### src/design/pst_pkg.sv
// ----------------------------------------------------------------------------
// pst_pkg: shared types and constants of the periodic timer slot table
// Field widths, mode, kind and status codes, and the default slot count.
// ----------------------------------------------------------------------------
`default_nettype none

package pst_pkg;

  localparam int NUM_SLOTS_DEFAULT = 16;

  localparam int MODE_W   = 2;
  localparam int PERIOD_W = 16;
  localparam int SLOT_W   = 4;
  localparam int KIND_W   = 2;
  localparam int STATUS_W = 2;
  localparam int TOTAL_W  = 32;

  typedef logic [MODE_W-1:0]   mode_t;
  typedef logic [PERIOD_W-1:0] period_t;
  typedef logic [SLOT_W-1:0]   slot_t;
  typedef logic [KIND_W-1:0]   kind_t;
  typedef logic [STATUS_W-1:0] status_t;
  typedef logic [TOTAL_W-1:0]  total_t;

  localparam mode_t MODE_TICK  = 2'd0;
  localparam mode_t MODE_SET   = 2'd1;
  localparam mode_t MODE_UNSET = 2'd2;

  localparam kind_t KIND_SET       = 2'd0;
  localparam kind_t KIND_EXPIRY    = 2'd1;
  localparam kind_t KIND_UNSET     = 2'd2;
  localparam kind_t KIND_TICK_DONE = 2'd3;

  localparam status_t ST_OK    = 2'd0;
  localparam status_t ST_FULL  = 2'd1;
  localparam status_t ST_RANGE = 2'd2;

endpackage

`default_nettype wire

### src/design/pst_if.sv
// ----------------------------------------------------------------------------
// pst_if: valid/ready channels of the periodic timer slot table
// pst_cmd_if carries command words in, pst_evt_if carries result words out.
// ----------------------------------------------------------------------------
`default_nettype none

interface pst_cmd_if;
  import pst_pkg::*;

  logic    valid;
  logic    ready;
  mode_t   mode;
  period_t period;
  slot_t   target_slot;

  modport source (output valid, output mode, output period, output target_slot,
                  input ready);
  modport sink (input valid, input mode, input period, input target_slot,
                output ready);
endinterface

interface pst_evt_if;
  import pst_pkg::*;

  logic    valid;
  logic    ready;
  kind_t   kind;
  slot_t   slot_id;
  status_t status;
  total_t  tick_total;
  logic    last;

  modport source (output valid, output kind, output slot_id, output status,
                  output tick_total, output last, input ready);
  modport sink (input valid, input kind, input slot_id, input status,
                input tick_total, input last, output ready);
endinterface

`default_nettype wire

### src/design/periodic_soft_timer_table.sv
// ----------------------------------------------------------------------------
// periodic_soft_timer_table: table of periodic timer slots
//
// Command words enter on cmd, result words leave on evt (valid/ready).
// A set word claims the lowest free slot, loads its period and clears its
// count; an unset word frees a slot. Each answers with one word in the cycle
// after acceptance. A tick word walks every slot, one slot per cycle while no
// expiry waits, through the slot RAM (read, advance, write back), emits an
// expiry word per active slot whose count reaches its period, and closes with
// a tick-done word carrying the 32-bit tick total. Mode 3 is taken and dropped.
// evt holds one registered word; a new command is taken only while the table is
// idle and that word is empty or leaving. A stalled receiver freezes the walk at
// the slot whose expiry waits, and the walk resumes when the word is taken.
// Reset frees all slots and zeroes the tick total at once; slot RAM contents
// are only used for active slots, so no clearing pass runs.
// ----------------------------------------------------------------------------
`default_nettype none

module periodic_soft_timer_table #(
  parameter int NUM_SLOTS = pst_pkg::NUM_SLOTS_DEFAULT
) (
  input  wire logic clk,
  input  wire logic rst,
  pst_cmd_if.sink   cmd,
  pst_evt_if.source evt
);
  import pst_pkg::*;

  localparam int SW = (NUM_SLOTS > 1) ? $clog2(NUM_SLOTS) : 1;
  localparam int CW = $clog2(NUM_SLOTS + 1);
  localparam int RW = 2 * PERIOD_W;

  localparam logic [1:0] S_IDLE = 2'd0;
  localparam logic [1:0] S_WALK = 2'd1;
  localparam logic [1:0] S_DONE = 2'd2;

  logic [1:0]           state;
  logic [NUM_SLOTS-1:0] active;
  total_t               tick_counter;
  logic [CW-1:0]        idx;
  logic                 pend;
  logic [SW-1:0]        pidx;

  logic    out_valid;
  kind_t   out_kind;
  slot_t   out_slot;
  status_t out_status;
  total_t  out_total;
  logic    out_last;

  // slot RAM: {period, count}
  logic          wr_en;
  logic [SW-1:0] wr_addr;
  logic [RW-1:0] wr_data;
  logic          rd_en;
  logic [RW-1:0] rd_data;

  logic          out_free;
  logic          acc;
  logic          free_found;
  logic [SW-1:0] free_idx;
  logic          tgt_ok;
  logic [SW-1:0] tgt_idx;
  period_t       cnt1;
  logic          match;
  logic          stall;
  logic          walk_wr;
  logic          idx_in;

  logic    ld;
  kind_t   ld_kind;
  slot_t   ld_slot;
  status_t ld_status;
  logic    ld_last;

  pst_ram #(
    .WIDTH (RW),
    .DEPTH (NUM_SLOTS)
  ) u_slot_ram (
    .clk     (clk),
    .wr_en   (wr_en),
    .wr_addr (wr_addr),
    .wr_data (wr_data),
    .rd_en   (rd_en),
    .rd_addr (idx[SW-1:0]),
    .rd_data (rd_data)
  );

  assign out_free  = !out_valid || evt.ready;
  assign cmd.ready = (state == S_IDLE) && out_free;
  assign acc       = cmd.valid && cmd.ready;

  always_comb begin
    free_found = 1'b0;
    free_idx   = '0;
    for (int i = NUM_SLOTS - 1; i >= 0; i--) begin
      if (!active[i]) begin
        free_found = 1'b1;
        free_idx   = SW'(i);
      end
    end
  end

  assign tgt_ok  = 32'(cmd.target_slot) < 32'(NUM_SLOTS);
  assign tgt_idx = SW'(cmd.target_slot);

  assign cnt1    = rd_data[PERIOD_W-1:0] + 1'b1;
  assign match   = cnt1 == rd_data[RW-1:PERIOD_W];
  assign stall   = pend && match && !out_free;
  assign walk_wr = (state == S_WALK) && pend && !stall;
  assign idx_in  = idx < CW'(NUM_SLOTS);
  assign rd_en   = (state == S_WALK) && !stall && idx_in;

  always_comb begin
    wr_en   = 1'b0;
    wr_addr = pidx;
    wr_data = {rd_data[RW-1:PERIOD_W], (match ? PERIOD_W'(0) : cnt1)};
    if (walk_wr) begin
      wr_en = 1'b1;
    end else if (acc && cmd.mode == MODE_SET && free_found) begin
      wr_en   = 1'b1;
      wr_addr = free_idx;
      wr_data = {cmd.period, PERIOD_W'(0)};
    end
  end

  always_comb begin
    ld        = 1'b0;
    ld_kind   = KIND_TICK_DONE;
    ld_slot   = '0;
    ld_status = ST_OK;
    ld_last   = 1'b1;
    case (state)
      S_IDLE: begin
        if (acc && cmd.mode == MODE_SET) begin
          ld        = 1'b1;
          ld_kind   = KIND_SET;
          ld_slot   = free_found ? SLOT_W'(free_idx) : '0;
          ld_status = free_found ? ST_OK : ST_FULL;
        end else if (acc && cmd.mode == MODE_UNSET) begin
          ld        = 1'b1;
          ld_kind   = KIND_UNSET;
          ld_slot   = tgt_ok ? cmd.target_slot : '0;
          ld_status = tgt_ok ? ST_OK : ST_RANGE;
        end
      end
      S_WALK: begin
        if (walk_wr && match) begin
          ld      = 1'b1;
          ld_kind = KIND_EXPIRY;
          ld_slot = SLOT_W'(pidx);
          ld_last = 1'b0;
        end
      end
      S_DONE: begin
        ld = out_free;
      end
      default: begin
        ld = 1'b0;
      end
    endcase
  end

  always_ff @(posedge clk) begin
    if (rst) begin
      state        <= S_IDLE;
      active       <= '0;
      tick_counter <= '0;
      idx          <= '0;
      pend         <= 1'b0;
      out_valid    <= 1'b0;
    end else begin
      if (ld) begin
        out_valid <= 1'b1;
      end else if (evt.ready) begin
        out_valid <= 1'b0;
      end
      case (state)
        S_IDLE: begin
          if (acc && cmd.mode == MODE_TICK) begin
            tick_counter <= tick_counter + 1'b1;
            idx          <= '0;
            pend         <= 1'b0;
            state        <= S_WALK;
          end else if (acc && cmd.mode == MODE_SET && free_found) begin
            active[free_idx] <= 1'b1;
          end else if (acc && cmd.mode == MODE_UNSET && tgt_ok) begin
            active[tgt_idx] <= 1'b0;
          end
        end
        S_WALK: begin
          if (!stall) begin
            if (rd_en) begin
              pend <= active[idx[SW-1:0]];
              pidx <= idx[SW-1:0];
              idx  <= idx + 1'b1;
            end else begin
              pend <= 1'b0;
              if (!pend) begin
                state <= S_DONE;
              end
            end
          end
        end
        S_DONE: begin
          if (out_free) begin
            state <= S_IDLE;
          end
        end
        default: begin
          state <= S_IDLE;
        end
      endcase
    end
  end

  always_ff @(posedge clk) begin
    if (ld) begin
      out_kind   <= ld_kind;
      out_slot   <= ld_slot;
      out_status <= ld_status;
      out_total  <= (acc && cmd.mode == MODE_TICK) ? tick_counter + 1'b1 : tick_counter;
      out_last   <= ld_last;
    end
  end

  assign evt.valid      = out_valid;
  assign evt.kind       = out_kind;
  assign evt.slot_id    = out_slot;
  assign evt.status     = out_status;
  assign evt.tick_total = out_total;
  assign evt.last       = out_last;

  a_pend_active : assert property (@(posedge clk) disable iff (rst)
    (state == S_WALK && pend) |-> active[pidx])
    else $error("walk holds a read of a free slot");

  a_idx_bound : assert property (@(posedge clk) disable iff (rst)
    idx <= CW'(NUM_SLOTS))
    else $error("walk index past the table");

  a_tick_count : assert property (@(posedge clk) disable iff (rst)
    (acc && cmd.mode == MODE_TICK) |=> tick_counter == $past(tick_counter) + 1'b1)
    else $error("tick total not advanced");

  a_walk_write : assert property (@(posedge clk) disable iff (rst)
    (wr_en && state == S_WALK) |-> (pend && !stall))
    else $error("slot write during walk without a pending read");

  a_stall_hold : assert property (@(posedge clk) disable iff (rst)
    (state == S_WALK && stall) |=> (pend && pidx == $past(pidx) && idx == $past(idx)))
    else $error("walk moved while an expiry waits");

endmodule

`default_nettype wire

### src/design/pst_ram.sv
// ----------------------------------------------------------------------------
// pst_ram: generic single-write, single-read RAM
// One write port and one read port; read data is registered.
// ----------------------------------------------------------------------------
`default_nettype none

module pst_ram #(
  parameter int WIDTH = 32,
  parameter int DEPTH = 16
) (
  input  wire logic                                  clk,
  input  wire logic                                  wr_en,
  input  wire logic [(DEPTH > 1 ? $clog2(DEPTH) : 1)-1:0] wr_addr,
  input  wire logic [WIDTH-1:0]                      wr_data,
  input  wire logic                                  rd_en,
  input  wire logic [(DEPTH > 1 ? $clog2(DEPTH) : 1)-1:0] rd_addr,
  output logic      [WIDTH-1:0]                      rd_data
);

  logic [WIDTH-1:0] mem [DEPTH];

  always_ff @(posedge clk) begin
    if (wr_en) begin
      mem[wr_addr] <= wr_data;
    end
    if (rd_en) begin
      rd_data <= mem[rd_addr];
    end
  end

endmodule

`default_nettype wire
### src/flat_wrapper.sv
// flat-port wrapper written by rule: the top's interface ports become plain ports
module periodic_soft_timer_table_flat import pst_pkg::*;
#(
  parameter int NUM_SLOTS = pst_pkg::NUM_SLOTS_DEFAULT
)
  (clk, rst, cmd_valid, cmd_mode, cmd_period, cmd_target_slot, cmd_ready, evt_valid, evt_kind, evt_slot_id, evt_status, evt_tick_total, evt_last, evt_ready);
  pst_cmd_if cmd_i ();
  pst_evt_if evt_i ();
  input  wire logic clk;
  input  wire logic rst;
  input wire logic [$bits(cmd_i.valid)-1:0] cmd_valid;
  input wire logic [$bits(cmd_i.mode)-1:0] cmd_mode;
  input wire logic [$bits(cmd_i.period)-1:0] cmd_period;
  input wire logic [$bits(cmd_i.target_slot)-1:0] cmd_target_slot;
  output wire logic [$bits(cmd_i.ready)-1:0] cmd_ready;
  output wire logic [$bits(evt_i.valid)-1:0] evt_valid;
  output wire logic [$bits(evt_i.kind)-1:0] evt_kind;
  output wire logic [$bits(evt_i.slot_id)-1:0] evt_slot_id;
  output wire logic [$bits(evt_i.status)-1:0] evt_status;
  output wire logic [$bits(evt_i.tick_total)-1:0] evt_tick_total;
  output wire logic [$bits(evt_i.last)-1:0] evt_last;
  input wire logic [$bits(evt_i.ready)-1:0] evt_ready;
  assign cmd_i.valid = cmd_valid;
  assign cmd_i.mode = cmd_mode;
  assign cmd_i.period = cmd_period;
  assign cmd_i.target_slot = cmd_target_slot;
  assign cmd_ready = cmd_i.ready;
  assign evt_valid = evt_i.valid;
  assign evt_kind = evt_i.kind;
  assign evt_slot_id = evt_i.slot_id;
  assign evt_status = evt_i.status;
  assign evt_tick_total = evt_i.tick_total;
  assign evt_last = evt_i.last;
  assign evt_i.ready = evt_ready;
  periodic_soft_timer_table #(.NUM_SLOTS(NUM_SLOTS)) u_core (.clk(clk), .rst(rst), .cmd(cmd_i), .evt(evt_i));
endmodule
### config.mk
export PLATFORM = sky130hd
export DESIGN_NAME = periodic_soft_timer_table_flat
export DESIGN_NICKNAME = d
export VERILOG_FILES = /design/src/design/pst_pkg.sv /design/src/design/pst_if.sv /design/src/design/periodic_soft_timer_table.sv /design/src/design/pst_ram.sv /design/src/flat_wrapper.sv
export SDC_FILE = /design/constraint.sdc
export NUM_CORES = 1
export LEC_CHECK = 0
export ABC_AREA = 1
export BUFFER_PORTS_ARGS = -buffer_cell sky130_fd_sc_hd__buf_4
export CELL_PAD_IN_SITES_DETAIL_PLACEMENT = 1
export CELL_PAD_IN_SITES_GLOBAL_PLACEMENT = 1
export CORE_MARGIN = 2
export CORE_UTILIZATION = 40
export DETAILED_ROUTE_END_ITERATION = 10
export GPL_TIMING_DRIVEN = 0
export PLACE_DENSITY_LB_ADDON = 0.15
export SETUP_SLACK_MARGIN = 0.4
export SYNTH_ARGS = -nofsm -noshare
export SYNTH_HDL_FRONTEND = slang
export SYNTH_SLANG_ARGS = --single-unit
### constraint.sdc
create_clock -name clk -period 13.8 [get_ports clk]
set_input_delay 4.14 -clock clk [delete_from_list [all_inputs] [get_ports clk]]
set_output_delay 4.14 -clock clk [all_outputs]
set_load 0.005 [all_outputs]
; ---- Word-level counts from Yosys, hierarchy flattened
; Memories as Yosys holds them, arrays and structs flattened. A register that Yosys moved wholly into a read port is not among the register bits.
; Cells that the tools add are included.
[classes]
n_addsub = 3
multipliers = 0
n_div = 0
magnitude_cmp = 6
n_eq_ne = 11
shifts = 0
n_mux = 81
bitwise_logic = 6
n_reduce_logical = 30
[ops]
columns = operator, count
row1 = 32-bit two-way mux, 3
row2 = 4-bit two-way mux, 22
row3 = 16-bit two-way mux, 3
row4 = 1-bit two-way mux, 34
row5 = 32-bit by 1-bit adder with 32-bit output (second input constant), 1
row6 = 16-bit by 1-bit adder with 16-bit output (second input constant), 1
row7 = 16-bit AND, 1
row8 = 16-bit equality test, 1
row9 = 16-bit inverter, 1
row10 = 16-bit bitwise OR, 1
row11 = 1-bit logical AND, 15
row12 = 4-bit by 5-bit less-than comparator with 1-bit output (second input constant), 3
row13 = 5-bit two-way mux, 3
row14 = 2-bit two-way mux, 7
row15 = 5-bit case mux with 2 select lines, 1
row16 = 1-bit demux with 4-bit select, 2
row17 = 4-bit by 1-bit >= comparator with 1-bit output (second input constant), 2
row18 = 2-bit inequality test (second input constant), 4
row19 = 4-bit case mux with 2 select lines, 1
row20 = 4-bit AND reduction, 2
row21 = 2-bit case mux with 3 select lines, 1
row22 = 3-bit AND reduction, 2
row23 = 2-bit nonzero test, 3
row24 = 5-bit by 1-bit adder with 5-bit output (second input constant), 1
row25 = 14 further kinds, 22
[totals]
ff_bits = 102
latch_bits = 0
mem_bits_rw = 512
romBits = 0
output_inout_bits = 43
mem_count = 1
[memory_table]
columns = memory, words, width, read_ports, rd_clocked_by_memory_dff, write_ports, line_no
row1 = u_core.u_slot_ram.mem, 16, 32, 1, 1, 1, pst_ram.sv:20  ; logic [WIDTH-1:0] mem [DEPTH];

; ---- Logic depth before layout (Yosys ltp)
[depth]
ltp_word = 22
depth_mapped = 21

; ---- Cells and area by module
; A second synthesis with hierarchy kept.
[unflattened]
hier_cells = 2948
area_unflattened_um2 = 29041.6
[modules_own_cells]
columns = mod, instances, cells_each, area_per_inst_um2, seq_area_each_um2
row1 = pst_ram, 1, 2122, 23065.9, 16335.7
row2 = periodic_soft_timer_table, 1, 826, 5975.7, 2462.4

; ---- Worst setup path after synthesis
; No wires, ideal clock.
[synth_timing]
path_kind = input to output
startpoint = in evt_ready
endpoint = out cmd_ready
arrival_ns = 4.473
t_required_ns = 9.660
setup_slack_ns = 5.187
stages = 2
path_buffers = 0
path_cell_list = nor2_1 nor2_1
[synth_between]
elab_chain_len = 2
[synth_lines]
columns = element, line_no
row1 = "start, declared", flat_wrapper.sv:22  ; input wire logic [$bits(evt_i.ready)-1:0] evt_ready;
row2 = 1-bit logical OR, periodic_soft_timer_table.sv:89  ; assign out_free = !out_valid || evt.ready;
row3 = 1-bit logical AND, periodic_soft_timer_table.sv:90  ; assign cmd.ready = (state == S_IDLE) && out_free;
row4 = "end, declared", flat_wrapper.sv:15  ; output wire logic [$bits(cmd_i.ready)-1:0] cmd_ready;
; No other way between the ends.

; ---- Worst setup path in the final report
; Same ends and word-level chain as after synthesis.

==> metrics.yaml <==
status: "finished clean"
p_sw_mw: 1.060
skew_ps: 19.29
grtUsageTotal_pct: 25.70
worstPathArrival_ps: 4770
cap_violations: 0
comb_power_share_pct: 8.4
synthesis.nets: 2307
fin_area_sq_um: 30940
netlist_area_sq_um: 26600
yosys_warnings: 0
dp_hpwl_um: 60050
via_per_inst: 5.589
routedWlPerCell_um: 25.89
cts_max_level: 3
required_ps: 9660
gr-usage-met1_pct: 33.22
met3_usage_pct: 3.974
die_h_um: 261.9
critical_path.top_delay_family: "simple AND/OR/NAND/NOR gates"
reg2reg_to: "u_core.u_slot_ram.rd_data[28]$_DFFE_PN_"
fmax_ghz: 0.1123
post-route-period-util_pct: 64.55
peakVddDrop_uv: 113.8
area_growth_pct: 16.28
die_x_um: 261.9
start_util_pct: 40.47
r2r_start: "u_core.idx[0]$_SDFFE_PP0P_"
clock_latency_ps: 610
die_area_sq_um: 68590
fillCellCount: 6901
synth_seq_cells: 645
syn_avg_cell_area_sq_um: 11.68
ctsResizeCount: 0
rsz0062_at_grt: "false"
clockBufferDepth: 3
min_to: "u_core.pidx[2]$_DFFE_PP_"
grt_use_met2_pct: 44.36
grt_pass1_vias: 19600
core_sq_um: 65750
crit_chain: "buf_4 -> nor2_1 -> nor2_1 -> buf_4"
synth_edf_count: 588
p_leak_nw: 10.38
syn_inst: 2278
clock_sinks: 645
clkPwrFrac_pct: 41.5
async_flop_share_pct: 0
switching_share_pct: 24.40
ys.flop_type: "edfxtp_1"
worst_path_max_delay_cell: "nor2_1"
worstSetupPathType: "primary input to primary output"
numCtsBuffers: 71
path_buf_inv: 2
sequentialPowerShare_pct: 50.1
finalHoldViolations: 0
intPower_mw: 3.283
clkTransAtPathRegs_ps: 60
cp-start-kind: "primary input"
holdPathStages: 0
vias: 18810
cts_root_buf: "clkbuf_16"
io_pins: 69
place_area_sq_um: 28760
drive_gt1_share_pct: 10.33
synth_cell_types: 48
globalplace.congestion: 0.9014
reg2reg_depth: 8
tns_ps: 0
slew_viol_final: 0
drtAntennaViolNets: 0
busiest_layer: "met2"
setup_viol: 0
port_buffers: 66
ctsHoldBuffers: 0
cpPeakStageDelay_ps: 290
tritoncts: "done"
antenna_found_initial: 0
grt_pass1_wl_um: 128300
drc: 0
min_from: "u_core.idx[2]$_SDFFE_PP0P_"
nNetsFinal: 2473
pwr_density_cell_nw_per_um2: 140.4
slew_headroom_pct: 10.10
overflow: 0
drt_iter0_drc: 1532
rows: 94
dr.pass1.iters: 7
hp-class: "register to register"
layout.cells.most_common_list: "edfxtp_1 (588), nor2_1 (376), o21ai_0 (276)"
postCtsSetupBuffers: 0
synth_sequential_area_ratio_pct: 70.66
crit_fanout: 4
worstMarginPinSlew_ps: 1343
reg2reg_slack_ps: 9740
grt_max_degree: 42
routed_wl_um: 87130
fin_crit_ps: 8908
end_kind: "primary output"
layout_commonest_cell: "edfxtp_1"
## sequential cells by signal, summed over array words and instances (netlist names), 4 cells and up
| signal | count |
|---|---|
| u_core.u_slot_ram.mem | 512 |
| u_core.evt.tick_total | 32 |
| u_core.tick_counter | 32 |
| u_core.u_slot_ram.rd_data | 32 |
| u_core.active | 16 |
| u_core.idx | 5 |
| u_core.evt.slot_id | 4 |
| u_core.pidx | 4 |
## through the flow
| step | utilization (%) | std cells | total power, mW | hold slack, ps | worst slack, ps |
|---|---|---|---|---|---|
| finish | 47.05 | 3366 | 4.343 | 455.8 | 4892 |
| global route | 47.04 | 3362 | 4.471 | 466.1 | 4846 |
| CTS | 47.00 | 3360 | 4.365 | 453.8 | 4888 |
| detailed placement | 43.74 | 3233 | 2.578 | 434.1 | 4890 |
| global placement | 42.86 | 3208 | 2.561 | 415.8 | 4444 |
| floorplan | - | 2278 | 2.398 | 406.4 | 5187 |
## per-layer routing
metal	share of wire (%)	vias up
met3	5.5	142
met4	3.1	0
li1	-	8518
met1	42	9581
met2	49	573
met5	0	-
## cell type report
type	count	area, sq um	share of cell area [%]
inverters	128	480.5	1.553
plain buffers	119	471.7	1.525
diodes	4	10.01	0.03236
multi-input cells	1386	6987	22.58
clock buffers	97	1917	6.196
repair buffers	93	962.2	3.110
clock inverters	30	229.0	0.7401
well taps	864	1081	3.494
flip-flops and latches	645	18800	60.76
## worst reg2reg max path, stage by stage (launching register included)
cell      delay [ps]
dfxtp_1          890
buf_2            500
buf_2            320
clkbuf_1         850
buf_1            610
nor2_1           110
o221ai_1         250
nand3_1          230
nand3_1          150
## how the worst max path moves through the flow
stage,start,to,slack [ps],cells past startpoint
after floorplan,evt_ready,cmd_ready,5190,2
after global placement,evt_ready,u_core.u_slot_ram.mem[7][23]$_DFFE_PP_,4440,10
after detailed placement,evt_ready,cmd_ready,4890,4
after CTS,evt_ready,cmd_ready,4890,4
after global routing,evt_ready,cmd_ready,4850,4
final,evt_ready,cmd_ready,4890,4
## cell usage after synthesis, types with 3 or more instances
cell type  number  share of area (%)
edfxtp_1      588                 66
o22ai_1        80                1.9
inv_2           5              0.071
clkinv_1        3              0.042
o211ai_1       16               0.45
nand3b_1        8               0.23
buf_1           3              0.042
xnor2_1         7               0.23
nor2_2          7               0.16
and2_1          5               0.12
nand4_1        17               0.40
nand3_1       121                2.3
nor2_1        393                5.5
xor2_1         25               0.82
inv_1         120                1.7
nand2_1       261                3.7
nand2_2         9               0.21
ha_1            3               0.14
nor3_1         17               0.32
buf_2           8               0.15
nand3_4         4               0.26
o221ai_1       49                1.6
o21ai_0       286                5.4
a21oi_1        43               0.81
dfxtp_1        57                4.3
a21boi_0        3              0.085
nand2_4         3               0.13
clkbuf_1      105                1.5
nor2_4          7               0.30
## cell families (layout without fill, tap and decap cells)
logic type | count (synthesis) | after routing | synth area share (%)
compound gates | 486 | 486 | 10.48
fa+ha+maj | 3 | 3 | 0.1411
buf+inv | 247 | 467 | 3.579
xor+xnor | 32 | 32 | 1.053
other cells | 1 | 5 | 0.01410
flops | 645 | 645 | 70.66
simple gates | 864 | 864 | 14.07
## power groups by stage
stage                     clock network [mW]  registers (mW)  logic, mW
after global placement                     0            2.22      0.343
after CTS                               1.83            2.18      0.363
after detailed placement                   0            2.22      0.361
after floorplan                            0            2.21      0.186
after global routing                    1.90            2.18      0.392
final                                   1.80            2.18      0.364
Power figures use the tool's default switching activity.
